--- src/rtl/ema_ptd_pkg.sv ---
// Types and constants of the EMA pulse trigger detector.
// No dependencies; used by the core and the top level.
`timescale 1ns / 1ps

package ema_ptd_pkg;

	localparam int SAMPLE_W = 8;
	localparam int WEIGHT_W = 9;
	localparam int ACC_W    = 16;
	localparam int RUN_W    = 9;
	localparam int POST_W   = 16;
	localparam int PCNT_W   = 17;
	localparam int CIDX_W   = 2;
	localparam int CDATA_W  = 16;
	localparam int TDATA_IN_W  = 8;
	localparam int TDATA_OUT_W = 16;

	// weight of 1.0 in 256ths
	localparam logic [WEIGHT_W-1:0] ONE_Q8 = 9'd256;

	localparam logic [WEIGHT_W-1:0] RST_WEIGHT    = 9'd179;
	localparam logic [7:0]          RST_THRESHOLD = 8'd150;
	localparam logic [7:0]          RST_HOLD      = 8'd10;
	localparam logic [POST_W-1:0]   RST_POST      = 16'd250;

	typedef enum logic [CIDX_W-1:0] {
		CFG_WEIGHT    = 2'd0,
		CFG_THRESHOLD = 2'd1,
		CFG_HOLD      = 2'd2,
		CFG_POST      = 2'd3
	} cfg_idx_t;

	typedef struct packed {
		logic [WEIGHT_W-1:0] weight;
		logic [7:0]          threshold;
		logic [7:0]          hold_max;
		logic [POST_W-1:0]   post_max;
	} cfg_t;

	typedef struct packed {
		logic [ACC_W-1:0]  filter_acc;
		logic [RUN_W-1:0]  high_run;
		logic              armed;
		logic [PCNT_W-1:0] post_count;
	} state_t;

	typedef struct packed {
		logic [7:0] smoothed;
		logic       pulse_active;
		logic       send_event;
	} result_t;

endpackage

--- src/rtl/ema_ptd_core.sv ---
// One-sample update of the EMA filter and the arm/post-count trigger logic.
// Depends on ema_ptd_pkg; combinational, state held by the top level.
`timescale 1ns / 1ps

module ema_ptd_core (
	input  logic [ema_ptd_pkg::SAMPLE_W-1:0] sample,
	input  ema_ptd_pkg::cfg_t                cfg,
	input  ema_ptd_pkg::state_t              state,
	output ema_ptd_pkg::state_t              state_nx,
	output ema_ptd_pkg::result_t             result
);

	logic [ema_ptd_pkg::WEIGHT_W-1:0] w_sat;
	logic [ema_ptd_pkg::WEIGHT_W-1:0] w_inv;
	logic [16:0]                      prod_new;
	logic [24:0]                      prod_old;
	logic [16:0]                      acc_sum;
	logic [ema_ptd_pkg::ACC_W-1:0]    acc_nx;
	logic [7:0]                       level;
	logic                             is_high;
	logic                             armed_mid;
	logic                             send;

	// weights above 1.0 clamp to 1.0
	assign w_sat = (cfg.weight > ema_ptd_pkg::ONE_Q8) ? ema_ptd_pkg::ONE_Q8 : cfg.weight;
	assign w_inv = ema_ptd_pkg::ONE_Q8 - w_sat;

	// (w*(s<<8) + inv*acc) >> 8 == w*s + (inv*acc >> 8): low byte of first term is zero
	assign prod_new = w_sat * sample;
	assign prod_old = w_inv * state.filter_acc;
	assign acc_sum  = prod_new + {1'b0, prod_old[23:8]};
	assign acc_nx   = acc_sum[ema_ptd_pkg::ACC_W-1:0];
	assign level    = acc_nx[15:8];
	assign is_high  = (level >= cfg.threshold);

	always_comb begin
		state_nx            = state;
		state_nx.filter_acc = acc_nx;
		send                = 1'b0;

		if (!state.armed) begin
			if (is_high) begin
				if (state.high_run <= {1'b0, cfg.hold_max}) begin
					state_nx.high_run = state.high_run + 1'b1;
				end else begin
					state_nx.high_run = '0;
					state_nx.armed    = 1'b1;
				end
			end else begin
				state_nx.high_run = '0;
			end
		end
		armed_mid = state_nx.armed;

		// post count also runs on the step that arms
		if (armed_mid) begin
			if (state.post_count <= {1'b0, cfg.post_max}) begin
				state_nx.post_count = state.post_count + 1'b1;
			end else begin
				state_nx.post_count = '0;
				state_nx.armed      = 1'b0;
				send                = 1'b1;
			end
		end
	end

	assign result.smoothed     = level;
	assign result.pulse_active = state_nx.armed;
	assign result.send_event   = send;

endmodule

--- src/rtl/ema_pulse_trigger_detector.sv ---
// EMA pulse trigger detector: sample register, filter/trigger update, result register.
// Depends on ema_ptd_pkg and ema_ptd_core.
`timescale 1ns / 1ps

// Takes one 8-bit sample per clock while the master side does not stall and returns one
// result per sample, in order: the integer part of the smoothed level, the armed flag and
// a one-item send flag. A sample is registered in the sample register, run through the
// filter and trigger update once the result register is free, and its result registered
// in the result register on the master side. The rate is set by the filter feedback (two
// small multipliers and an add). An empty sample register takes a sample while a result
// waits; master-side stalls hold a full sample register. cfg_ready is always high; the
// user must write registers only while no sample is in flight, which the block itself
// does not enforce.

module ema_pulse_trigger_detector (
	input  logic        clk,
	input  logic        arst_n,
	input  logic        s_tvalid,
	output logic        s_tready,
	input  logic [7:0]  s_tdata,   // [7:0] sample
	output logic        m_tvalid,
	input  logic        m_tready,
	output logic [15:0] m_tdata,   // [7:0] smoothed, [8] pulse_active, [9] send_event, zero above
	input  logic        cfg_valid,
	output logic        cfg_ready,
	input  logic [1:0]  cfg_index,
	input  logic [15:0] cfg_data
);

	ema_ptd_pkg::cfg_t    cfg_q;
	ema_ptd_pkg::state_t  state_q;
	ema_ptd_pkg::state_t  state_nx;
	ema_ptd_pkg::result_t result;

	logic       valid_s1;
	logic [7:0] sample_s1;
	logic       out_free;
	logic       advance;
	logic       m_tvalid_q;
	logic [9:0] m_data_q;

	assign cfg_ready = 1'b1;

	always_ff @(posedge clk or negedge arst_n) begin
		if (!arst_n) begin
			cfg_q.weight    <= ema_ptd_pkg::RST_WEIGHT;
			cfg_q.threshold <= ema_ptd_pkg::RST_THRESHOLD;
			cfg_q.hold_max  <= ema_ptd_pkg::RST_HOLD;
			cfg_q.post_max  <= ema_ptd_pkg::RST_POST;
		end else if (cfg_valid && cfg_ready) begin
			case (ema_ptd_pkg::cfg_idx_t'(cfg_index))
				ema_ptd_pkg::CFG_WEIGHT:    cfg_q.weight    <= cfg_data[8:0];
				ema_ptd_pkg::CFG_THRESHOLD: cfg_q.threshold <= cfg_data[7:0];
				ema_ptd_pkg::CFG_HOLD:      cfg_q.hold_max  <= cfg_data[7:0];
				ema_ptd_pkg::CFG_POST:      cfg_q.post_max  <= cfg_data;
				default: ;
			endcase
		end
	end

	assign out_free = !m_tvalid_q || m_tready;
	assign advance  = valid_s1 && out_free;
	assign s_tready = !valid_s1 || out_free;

	always_ff @(posedge clk or negedge arst_n) begin
		if (!arst_n) begin
			valid_s1 <= 1'b0;
		end else if (s_tready) begin
			valid_s1 <= s_tvalid;
		end
	end

	always_ff @(posedge clk) begin
		if (s_tvalid && s_tready) begin
			sample_s1 <= s_tdata;
		end
	end

	ema_ptd_core u_core (
		.sample   (sample_s1),
		.cfg      (cfg_q),
		.state    (state_q),
		.state_nx (state_nx),
		.result   (result)
	);

	always_ff @(posedge clk or negedge arst_n) begin
		if (!arst_n) begin
			state_q    <= '0;
			m_tvalid_q <= 1'b0;
		end else if (advance) begin
			state_q    <= state_nx;
			m_tvalid_q <= 1'b1;
		end else if (m_tready) begin
			m_tvalid_q <= 1'b0;
		end
	end

	always_ff @(posedge clk) begin
		if (advance) begin
			m_data_q <= {result.send_event, result.pulse_active, result.smoothed};
		end
	end

	assign m_tvalid = m_tvalid_q;
	assign m_tdata  = {6'd0, m_data_q};

endmodule

--- config.mk ---
export PLATFORM = sky130hd
export DESIGN_NAME = ema_pulse_trigger_detector
export DESIGN_NICKNAME = d
export VERILOG_FILES = /design/src/rtl/ema_ptd_pkg.sv /design/src/rtl/ema_ptd_core.sv /design/src/rtl/ema_pulse_trigger_detector.sv
export SDC_FILE = /design/constraint.sdc
export NUM_CORES = 1
export LEC_CHECK = 0
export ABC_AREA = 0
export ABC_CLOCK_PERIOD_IN_PS = 27100
export BUFFER_PORTS_ARGS = -buffer_cell sky130_fd_sc_hd__buf_4
export CAP_MARGIN = 20
export CORE_MARGIN = 1.5
export CORE_UTILIZATION = 71
export CTS_BUF_LIST = sky130_fd_sc_hd__clkbuf_4
export CTS_CLUSTER_DIAMETER = 30
export DETAILED_ROUTE_END_ITERATION = 6
export PLACE_DENSITY = 0.95
export SLEW_MARGIN = 0
export SYNTH_ARGS = -nofsm -noshare
export SYNTH_HDL_FRONTEND = slang
export SYNTH_HIERARCHICAL = 1
export SYNTH_SLANG_ARGS = --single-unit
--- constraint.sdc ---
create_clock -name clk -period 27.1 [get_ports clk]
set_input_delay 1.355 -clock clk [delete_from_list [all_inputs] [get_ports clk]]
set_output_delay 1.355 -clock clk [all_outputs]
set_load 0.1 [all_outputs]
# Word-level counts from Yosys, hierarchy flattened
# Cells that the tools add are included.
word_totals:
  regBits: 104
  in_bits: 31
  out_inout_bits: 19
  elab_cells: 53
classes:
  n_addsub: 4
  n_mul: 2
  magnitude_cmp: 4
  n_eq_ne: 3
  muxes: 12
  bitwise: 1
  reduce_logical: 14
ops:
  columns: ["operator", "count"]
  rows:
  - ["$mux W9", 3]
  - ["$mul A9 B16 Y24", 1]
  - ["$mux W18", 1]
  - ["$add A17 B1 Y17 const B", 1]
  - ["$le A17 B16 Y1", 1]
  - ["$mux W17", 1]
  - ["$add A16 B16 Y16", 1]
  - ["$mul A9 B8 Y16", 1]
  - ["$reduce_and A2 Y1", 6]
  - ["$add A9 B1 Y9 const B", 1]
  - ["$gt A9 B9 Y1 const B", 1]
  - ["$le A9 B8 Y1", 1]
  - ["$sub A9 B9 Y9 const A", 1]
  - ["$ge A8 B8 Y1", 1]
  - ["$mux W1", 7]
  - ["$eq A2 B2 Y1 const B", 2]
  - ["$eq A2 B1 Y1 const B", 1]
  - ["$logic_and A1 B1 Y1", 2]
  - ["$logic_not A1 Y1", 2]
  - ["$logic_not A2 Y1", 1]
  - ["$logic_or A1 B1 Y1", 2]
  - ["$reduce_bool A2 Y1", 1]
  - ["$not A1 Y1", 1]

# Logic depth before layout (Yosys ltp)
# Gate-level depths: netlist (run 1).
logic_depth:
  ltp_word: 9
  depth_mapped: 51

# Modules after synthesis
# Netlist (run 1), hierarchy kept.
by_module_without_submodules:
  columns: ["mod", "instances", "cells_per_inst", "area_per_inst_um2"]
  rows:
  - ["ema_ptd_core", 1, 1024, 8348.0]
  - ["ema_pulse_trigger_detector", 1, 214, 3927.5]

# Worst setup path after synthesis (run 1)
# Ideal clock, no wire load.
synth_path:
  kind: "register to register"
  from: "register cfg_q[32] in the netlist's numbering"
  to: "register state_q[17] in the netlist's numbering"
  arrival_time_ns: 11.470
  required_ns: 26.975
  setup_slack_ns: 15.505
  stages_incl_launch_ff: 49
  n_path_buf: 4
  cell_sequence: "dfstp_2 > nor2b_1 > clkbuf_1 > inv_1 > ha_1 > o21ai_0 > xor2_1 > clkbuf_1 > nand2_1 > fa_1 > fa_1 > inv_1 > fa_1 > inv_1 > fa_1 > inv_1 > ha_1 > or4_1 > [... 13 more ...] > inv_1 > ha_1 > o21a_1 > o31a_1 > nor2_1 > o21ai_0 > a221oi_1 > o21ai_0 > xnor2_1 > xnor2_1 > ha_1 > o41a_1 > a21oi_1 > or2_2 > clkbuf_1 > inv_1 > buf_4 > mux2_2"
synth_lines:
  columns: ["element", "line", "source"]
  rows:
  - ["start: declaration", "ema_pulse_trigger_detector.sv:30", "ema_ptd_pkg::cfg_t cfg_q;"]
  - ["end signal: assignment", "ema_pulse_trigger_detector.sv:92", "state_q <= state_nx;"]
  - ["end: declaration", "ema_pulse_trigger_detector.sv:31", "ema_ptd_pkg::state_t state_q;"]

==> results.md, run 1 <==
- Hold buffers post-CTS: 0
- Crit path max fanout: 25
- Worst relative slew slack: a little under a third
- Multi-input logic area: 0.00846 mm2
- Setup TNS: 0 ns
- # IOs: 50
- Endpoint class of the critical path: flop
- DP Area: 0.0127 mm2
- Vias in the first global route: 9530
- Clk buf depth: 2
- Final HPWL DP: 21500 um
- Starting Density: 73.2%
- Required time worst endpoint: ~28 ns
- Number of flops mapped to enable cells by yosys: 18
- Vias: 8941
- Slew @ Worst Pin: 1.03 ns
- DRT Pass-1 Iters: 5
- Most frequent CP cell: fa_1
- # Post-CTS Setup Buffers: 0
- Reg area: 0.00271 mm2
- Startpoint Class: flop
- Gpl congestion: 0.879
- Final Util: between 70% and 80%
- Ranking of synthesized cells by area: fa_1 25%, dfrtp_1 14%, ha_1 11%, mux2_2 6.8%, inv_1 6.6%
- Met1 global-route usage: 39.4%
- Critical-path top delay cell: dfrtp_1
- Total global-route track usage: 32.5%
- Clk_skew: 0.0157 ns
- Post-Route WL: 27300 um
- Avg Inst Size Synth: 9.92 um2
- Status: complete, no violations
- Fin area: 0.0128 mm2
- Post-DRT Antenna Nets: 0
- Cell Rows: 47
- Met2 Use GR: 57.7%
- Post-synthesis cell area: 0.0123 mm2
- Fin crit share: around 50%
- Dominant cell type by area after synthesis: fa_1
- Final layout net count: 1544
- FILL cells: 1050
- Number of max-cap violations: 0
- Vias/cell: 6.05
- Slew Limit Fails: 0
- Busiest grt layer: met2
- H-tree depth: 3
- Wire per inst: 18.5 um
- Fmax: 75.1 MHz
- Total CTS buffers: 9
- Min cycle time layout: 13.32 ns
- Synth warn: 6
- # setup viols final: 0
- CTS tree: built
- Clock root buffer: clkbuf_4
- Synthesized flop and latch total: 104
- Layout cells sized above 1: 14.3%
- Cell with the most instances after synthesis: inv_1
- First-pass GRT wire length: around 46000 um
- Netlist cell types: 60
- PortBufs: 42
- CP peak stage delay: 0.74 ns
- Ys async rst share: 82.7%
- Die ar.: 0.0181 mm2
- Crit path kind: flop to flop
- # DRC: 0
- Grt ovf: 0
- Met3 Use GR: under 10%
- Cell count after synthesis: 1238
- Die Ht: 134 um
- Worst hold path class: flop to flop
- Die W: 134 um
- Hold Fails Final Rpt: 0
- RSZ-0062 raised after global routing: false
- Initial antenna violation count: 1
- Layout area overhead: 4.30%
- Clock transition at path regs: 0.16 ns
- Post-synth top area share: roughly a quarter
- DRT iter0 DRCs: a little under 700
- Core box area: between 0.015 and 0.02 mm2
- Clk Latency, worst-skew pair: 0.49 ns
- Post-synth top cells: 215 x inv_1, 153 x fa_1, 121 x and2_1, 118 x nand2_1, 107 x ha_1
- Clock sinks: around 100
- Largest net degree at the start of global routing: 50
- Top FF cell, synth: dfrtp_1
- Post-synthesis sequential area ratio: 22.1%
- Post-cts gate resize count: 0
- CP arrival: 13.76 ns
-- cell usage in the layout (no fill, tap or decap), types with 9 or more instances in the layout --
cell type / Yosys / routed
ha_1: 107 / 107
and2_1: 121 / 121
xnor2_1: 26 / 26
buf_4: 18 / 52
and3_1: 13 / 13
clkbuf_4: 0 / 10
dfstp_2: 17 / 17
mux2_2: 74 / 74
nand2_1: 118 / 118
nand3_1: 16 / 16
o21ai_1: 12 / 12
xor2_1: 13 / 13
o31ai_1: 16 / 16
nor2_1: 23 / 23
nor2b_1: 20 / 20
dfrtp_1: 69 / 69
fa_1: 153 / 153
edfxtp_1: 18 / 18
a21o_1: 17 / 17
inv_1: 215 / 215
o21ai_0: 24 / 24
mux2_4: 10 / 10
nand2b_1: 9 / 9
a21oi_1: 22 / 22
-- kinds of logic after synthesis --
group	after synthesis	synth area share [%]
DFF	104	22.1
xor gates and xnor gates	39	2.78
muxes	84	8.01
and+or+nand+nor	358	15.6
AOI/OAI and AO/OA	122	6.50
buffers and inverters	269	9.11
other	2	0.0612
adders and majority gates	260	35.9
-- routing by layer --
layer | wire length (um) | vias up | part of all wire (%)
li1 | - | 3965 | -
met2 | 14100 | 354 | 52
met4 | 1250 | 0 | 4.6
met5 | 0 | - | 0
met3 | 1500 | 104 | 5.5
met1 | 10400 | 4518 | 38
-- flip-flops by register name, summed over array words and instances (netlist names) --
register	cells
valid_s1	1
state_q	43
m_data_q	10
sample_s1	8
cfg_q	41
m_tvalid	1
-- final timing paths --
kind / start / endpoint / slack [ns] / cells past startpoint
setup / recovery: cfg_q[40]$_DFFE_PN0P_ / state_q[6]$_DFFE_PN0P_ / 13.78 / 48
max in group asynchronous: arst_n / cfg_q[40]$_DFFE_PN0P_ / 25.27 / 2
hold / removal: cfg_q[29]$_DFFE_PN0P_ / cfg_q[29]$_DFFE_PN0P_ / 0.53 / 1
min in group asynchronous: arst_n / cfg_q[10]$_DFFE_PN0P_ / 0.81 / 1
setup reg to reg: cfg_q[40]$_DFFE_PN0P_ / state_q[6]$_DFFE_PN0P_ / 13.78 / 48
hold reg to reg: cfg_q[29]$_DFFE_PN0P_ / cfg_q[29]$_DFFE_PN0P_ / 0.53 / 1
-- layout make-up --
type                       count  share of cell area, %
antenna                        1                 0.0195
clock buffer                  10                  0.586
clock inverter                 6                  0.518
inverter                     215                   6.30
multi-input combinational    870                   66.1
sequential                   104                   21.2
tap                          220                   2.15
timing repair buffer          53                   3.14
-- through the flow --
stage | hold slack [ns] | setup slack, ns | instances
3_5_place_dp | 0.493 | 14.11 | 1462
3_3_place_gp | 0.486 | 14.45 | 1461
2_1_floorplan | 0.475 | 15.51 | 1243
5_1_grt | 0.546 | 13.13 | 1479
6_report | 0.526 | 13.78 | 1479
4_1_cts | 0.528 | 14.01 | 1478
-- worst max-delay path: cells and delay by family, from the launching register on --
kind | cells | cell delay (ns)
mux | 1 | 0.20
simple gates | 10 | 2.46
compound gates | 13 | 3.11
flops | 1 | 0.74
fa+ha+maj | 12 | 5.05
xor+xnor | 3 | 0.78
buf+inv | 9 | 0.92
Power of run 1 is not shown: default switching activity piles up to over one toggle a cycle in this logic, so the estimate is an artifact.
==> inputs of run 2 (changes only) <==
--- a/config.mk
+++ b/config.mk
@@ -6,15 +6,15 @@
 export NUM_CORES = 1
 export LEC_CHECK = 0
 export ABC_AREA = 0
-export ABC_CLOCK_PERIOD_IN_PS = 27100
+export ABC_CLOCK_PERIOD_IN_PS = 12600
 export BUFFER_PORTS_ARGS = -buffer_cell sky130_fd_sc_hd__buf_4
 export CAP_MARGIN = 20
 export CORE_MARGIN = 1.5
-export CORE_UTILIZATION = 71
+export CORE_UTILIZATION = 66
 export CTS_BUF_LIST = sky130_fd_sc_hd__clkbuf_4
 export CTS_CLUSTER_DIAMETER = 30
 export DETAILED_ROUTE_END_ITERATION = 6
-export PLACE_DENSITY = 0.95
+export PLACE_DENSITY = 0.94
 export SLEW_MARGIN = 0
 export SYNTH_ARGS = -nofsm -noshare
 export SYNTH_HDL_FRONTEND = slang
==> constraint.sdc (replaced) <==
create_clock -name clk -period 12.6 [get_ports clk]
set_input_delay 0.63 -clock clk [delete_from_list [all_inputs] [get_ports clk]]
set_output_delay 0.63 -clock clk [all_outputs]
set_load 0.1 [all_outputs]
==> run 2 against run 1 <==
First-iteration DRC count decreased by 11%. Non-clock buffer count up 10. The flow now finishes with violations (DRC). Global-route usage is 2.8 points lower. Worst hold slack got worse by 0.46 ns. Fmax increased by 9.6%. Routed wire length increased by 1.8%. Sequential share of layout area decreased by 0.19 points. Setup slack got worse by 13 ns. Utilization is 4.9 points lower. Critical path type unchanged.
==> results.md, run 2 (same netlist as run 1, synthesis figures left out) <==
- CP arrival: between 10 and 15 ns
- Post-DRT Antenna Nets: 0
- R2R Setup Slk: 0.45 ns
- Vias: 8939
- Critical-path top delay cell: dfstp_2
- Fmax: 82.3 MHz
- Setup TNS: 0 ns
- CTS tree: built
- Clk_skew: approximately 0.027 ns
- Clk buf depth: 2
- Die ar.: 0.0194 mm2
- Final layout net count: 1554
- Slew @ Worst Pin: 1.11 ns
- Post-Route WL: 27800 um
- Core box area: about 0.018 mm2
- Most frequent CP cell: fa_1
- Crit path kind: flop to flop
- # IOs: 50
- PortBufs: 42
- Biggest register: state_q
- Final HPWL DP: 21500 um
- Slew Limit Fails: 0
- Largest regs: state_q: 43 flops, cfg_q: 41 flops, m_data_q: 10 flops
- Total CTS buffers: 9
- FF-to-FF End: state_q[15]$_DFFE_PN0P_
- Starting Density: 67.9%
- Number of max-cap violations: 0
- Initial antenna violation count: 1
- Wire per inst: 18.5 um
- Violated checks: DRC
- DRT iter0 DRCs: slightly above 600
- Gpl congestion: 0.917
- CP peak stage delay: between 0.5 and 0.6 ns
- Endpoint class of the critical path: flop
- Clock transition at path regs: approximately 0.18 ns
- Die W: about 140 um
- Required time worst endpoint: 13.03 ns
- Reg-to-reg critical path startpoint: cfg_q[33]$_DFFE_PN1P_
- Hold Fails Final Rpt: 0
- Die Ht: ~140 um
- Vias/cell: 5.97
- Startpoint Class: flop
- Clk Latency, worst-skew pair: 0.49 ns
- Min cycle time layout: 12.15 ns
- Status: finished, violations left
- First-pass GRT wire length: 45400 um
- Vias in the first global route: 9534
- Layout area overhead: 5.31%
- Commonest non-fill, non-tap cell in the layout: inv_1
- H-tree depth: 3
- DRT Pass-1 Iters: 7
- Worst hold path class: input pin to async pin
- Crit path max fanout: 23
- Layout cells sized above 1: 16.0%
- Clock sinks: 104
- Cell Rows: ~50
- # setup viols final: 0
- Grt ovf: 0
- FILL cells: 1185
- Clock root buffer: clkbuf_4
- Max reg flops: 43
- Largest net degree at the start of global routing: 57
- # DRC: 1
- Register-to-Register Path Depth: 48
- Total global-route track usage: 29.7%
- Worst relative slew slack: 25.8%
- Most frequent cells in the layout: 215 x inv_1, 153 x fa_1, 121 x and2_1, 118 x nand2_1, 107 x ha_1
- Fin crit share: 96.5%
run 2: cell count changes in the layout (fill, tap and decap cells not counted), sizes merged:
cell	change
clkbuf	-1
buf	+10
clkinv	+2
bufinv	-1
run 2: area by class of cell:
cell class              count  area (um2)  area share, %
diodes                      1        2.50         0.0194
clock inverters             7        52.6          0.407
repair buffers             63         477           3.69
multi-input cells         870        8520           65.9
well taps                 229         287           2.22
flip-flops and latches    104        2720           21.0
clock buffers               9        67.6          0.523
inverters                 215         807           6.24
run 2: routing by layer:
layer	vias up	track usage, %	part of all wire [%]
met5	-	0	0
met4	0	15.8	4.8
met3	102	4.34	5.7
met2	381	53.5	52
met1	4481	34.3	37
li1	3975	-	-
run 2: worst max-delay path by stage:
stage	slack, ns	from	endpoint	cells past startpoint
final	0.45	cfg_q[33]$_DFFE_PN1P_	state_q[15]$_DFFE_PN0P_	48
after global routing	-0.05	cfg_q[32]$_DFFE_PN1P_	state_q[15]$_DFFE_PN0P_	48
after CTS	0.14	cfg_q[40]$_DFFE_PN0P_	state_q[6]$_DFFE_PN0P_	47
after detailed placement	0.04	cfg_q[33]$_DFFE_PN1P_	state_q[6]$_DFFE_PN0P_	48
after global placement	0.66	cfg_q[33]$_DFFE_PN1P_	state_q[6]$_DFFE_PN0P_	44
after floorplan	1.01	cfg_q[32]$_DFFE_PN1P_	state_q[17]$_DFFE_PN0P_	48
run 2: critical path: cells and delay by family, from the launching register on:
family	cells	cell delay, ns
flops	1	0.59
simple gates	9	2.24
compound gates	13	2.36
xor+xnor	4	0.75
fa+ha+maj	12	5.08
mux	1	0.17
buf+inv	9	0.87
run 2: what timing repair did:
| action | CTS | global route |
|---|---|---|
| buffers inserted | 0 | 1 |
| gates cloned | 0 | 0 |
| endpoints found under the setup margin | 1 | 29 |
| hold buffers | 0 | 0 |
| resized for setup | 1 | 13 |
run 2: metrics by stage:
step	worst slack [ns]	hold WS, ns	utilization (%)	cell area [um2]	std cells
2_1_floorplan	1.01	0.334	-	12300	1243
4_1_cts	0.139	0.0437	71.1	12900	1496
6_report	0.447	0.0644	71.5	12900	1498
3_5_place_dp	0.0438	0.493	70.4	12700	1480
3_3_place_gp	0.657	0.489	70.4	12700	1480
5_1_grt	-0.0544	0.0670	71.5	12900	1498
Power of run 2 is left out for the same reason.
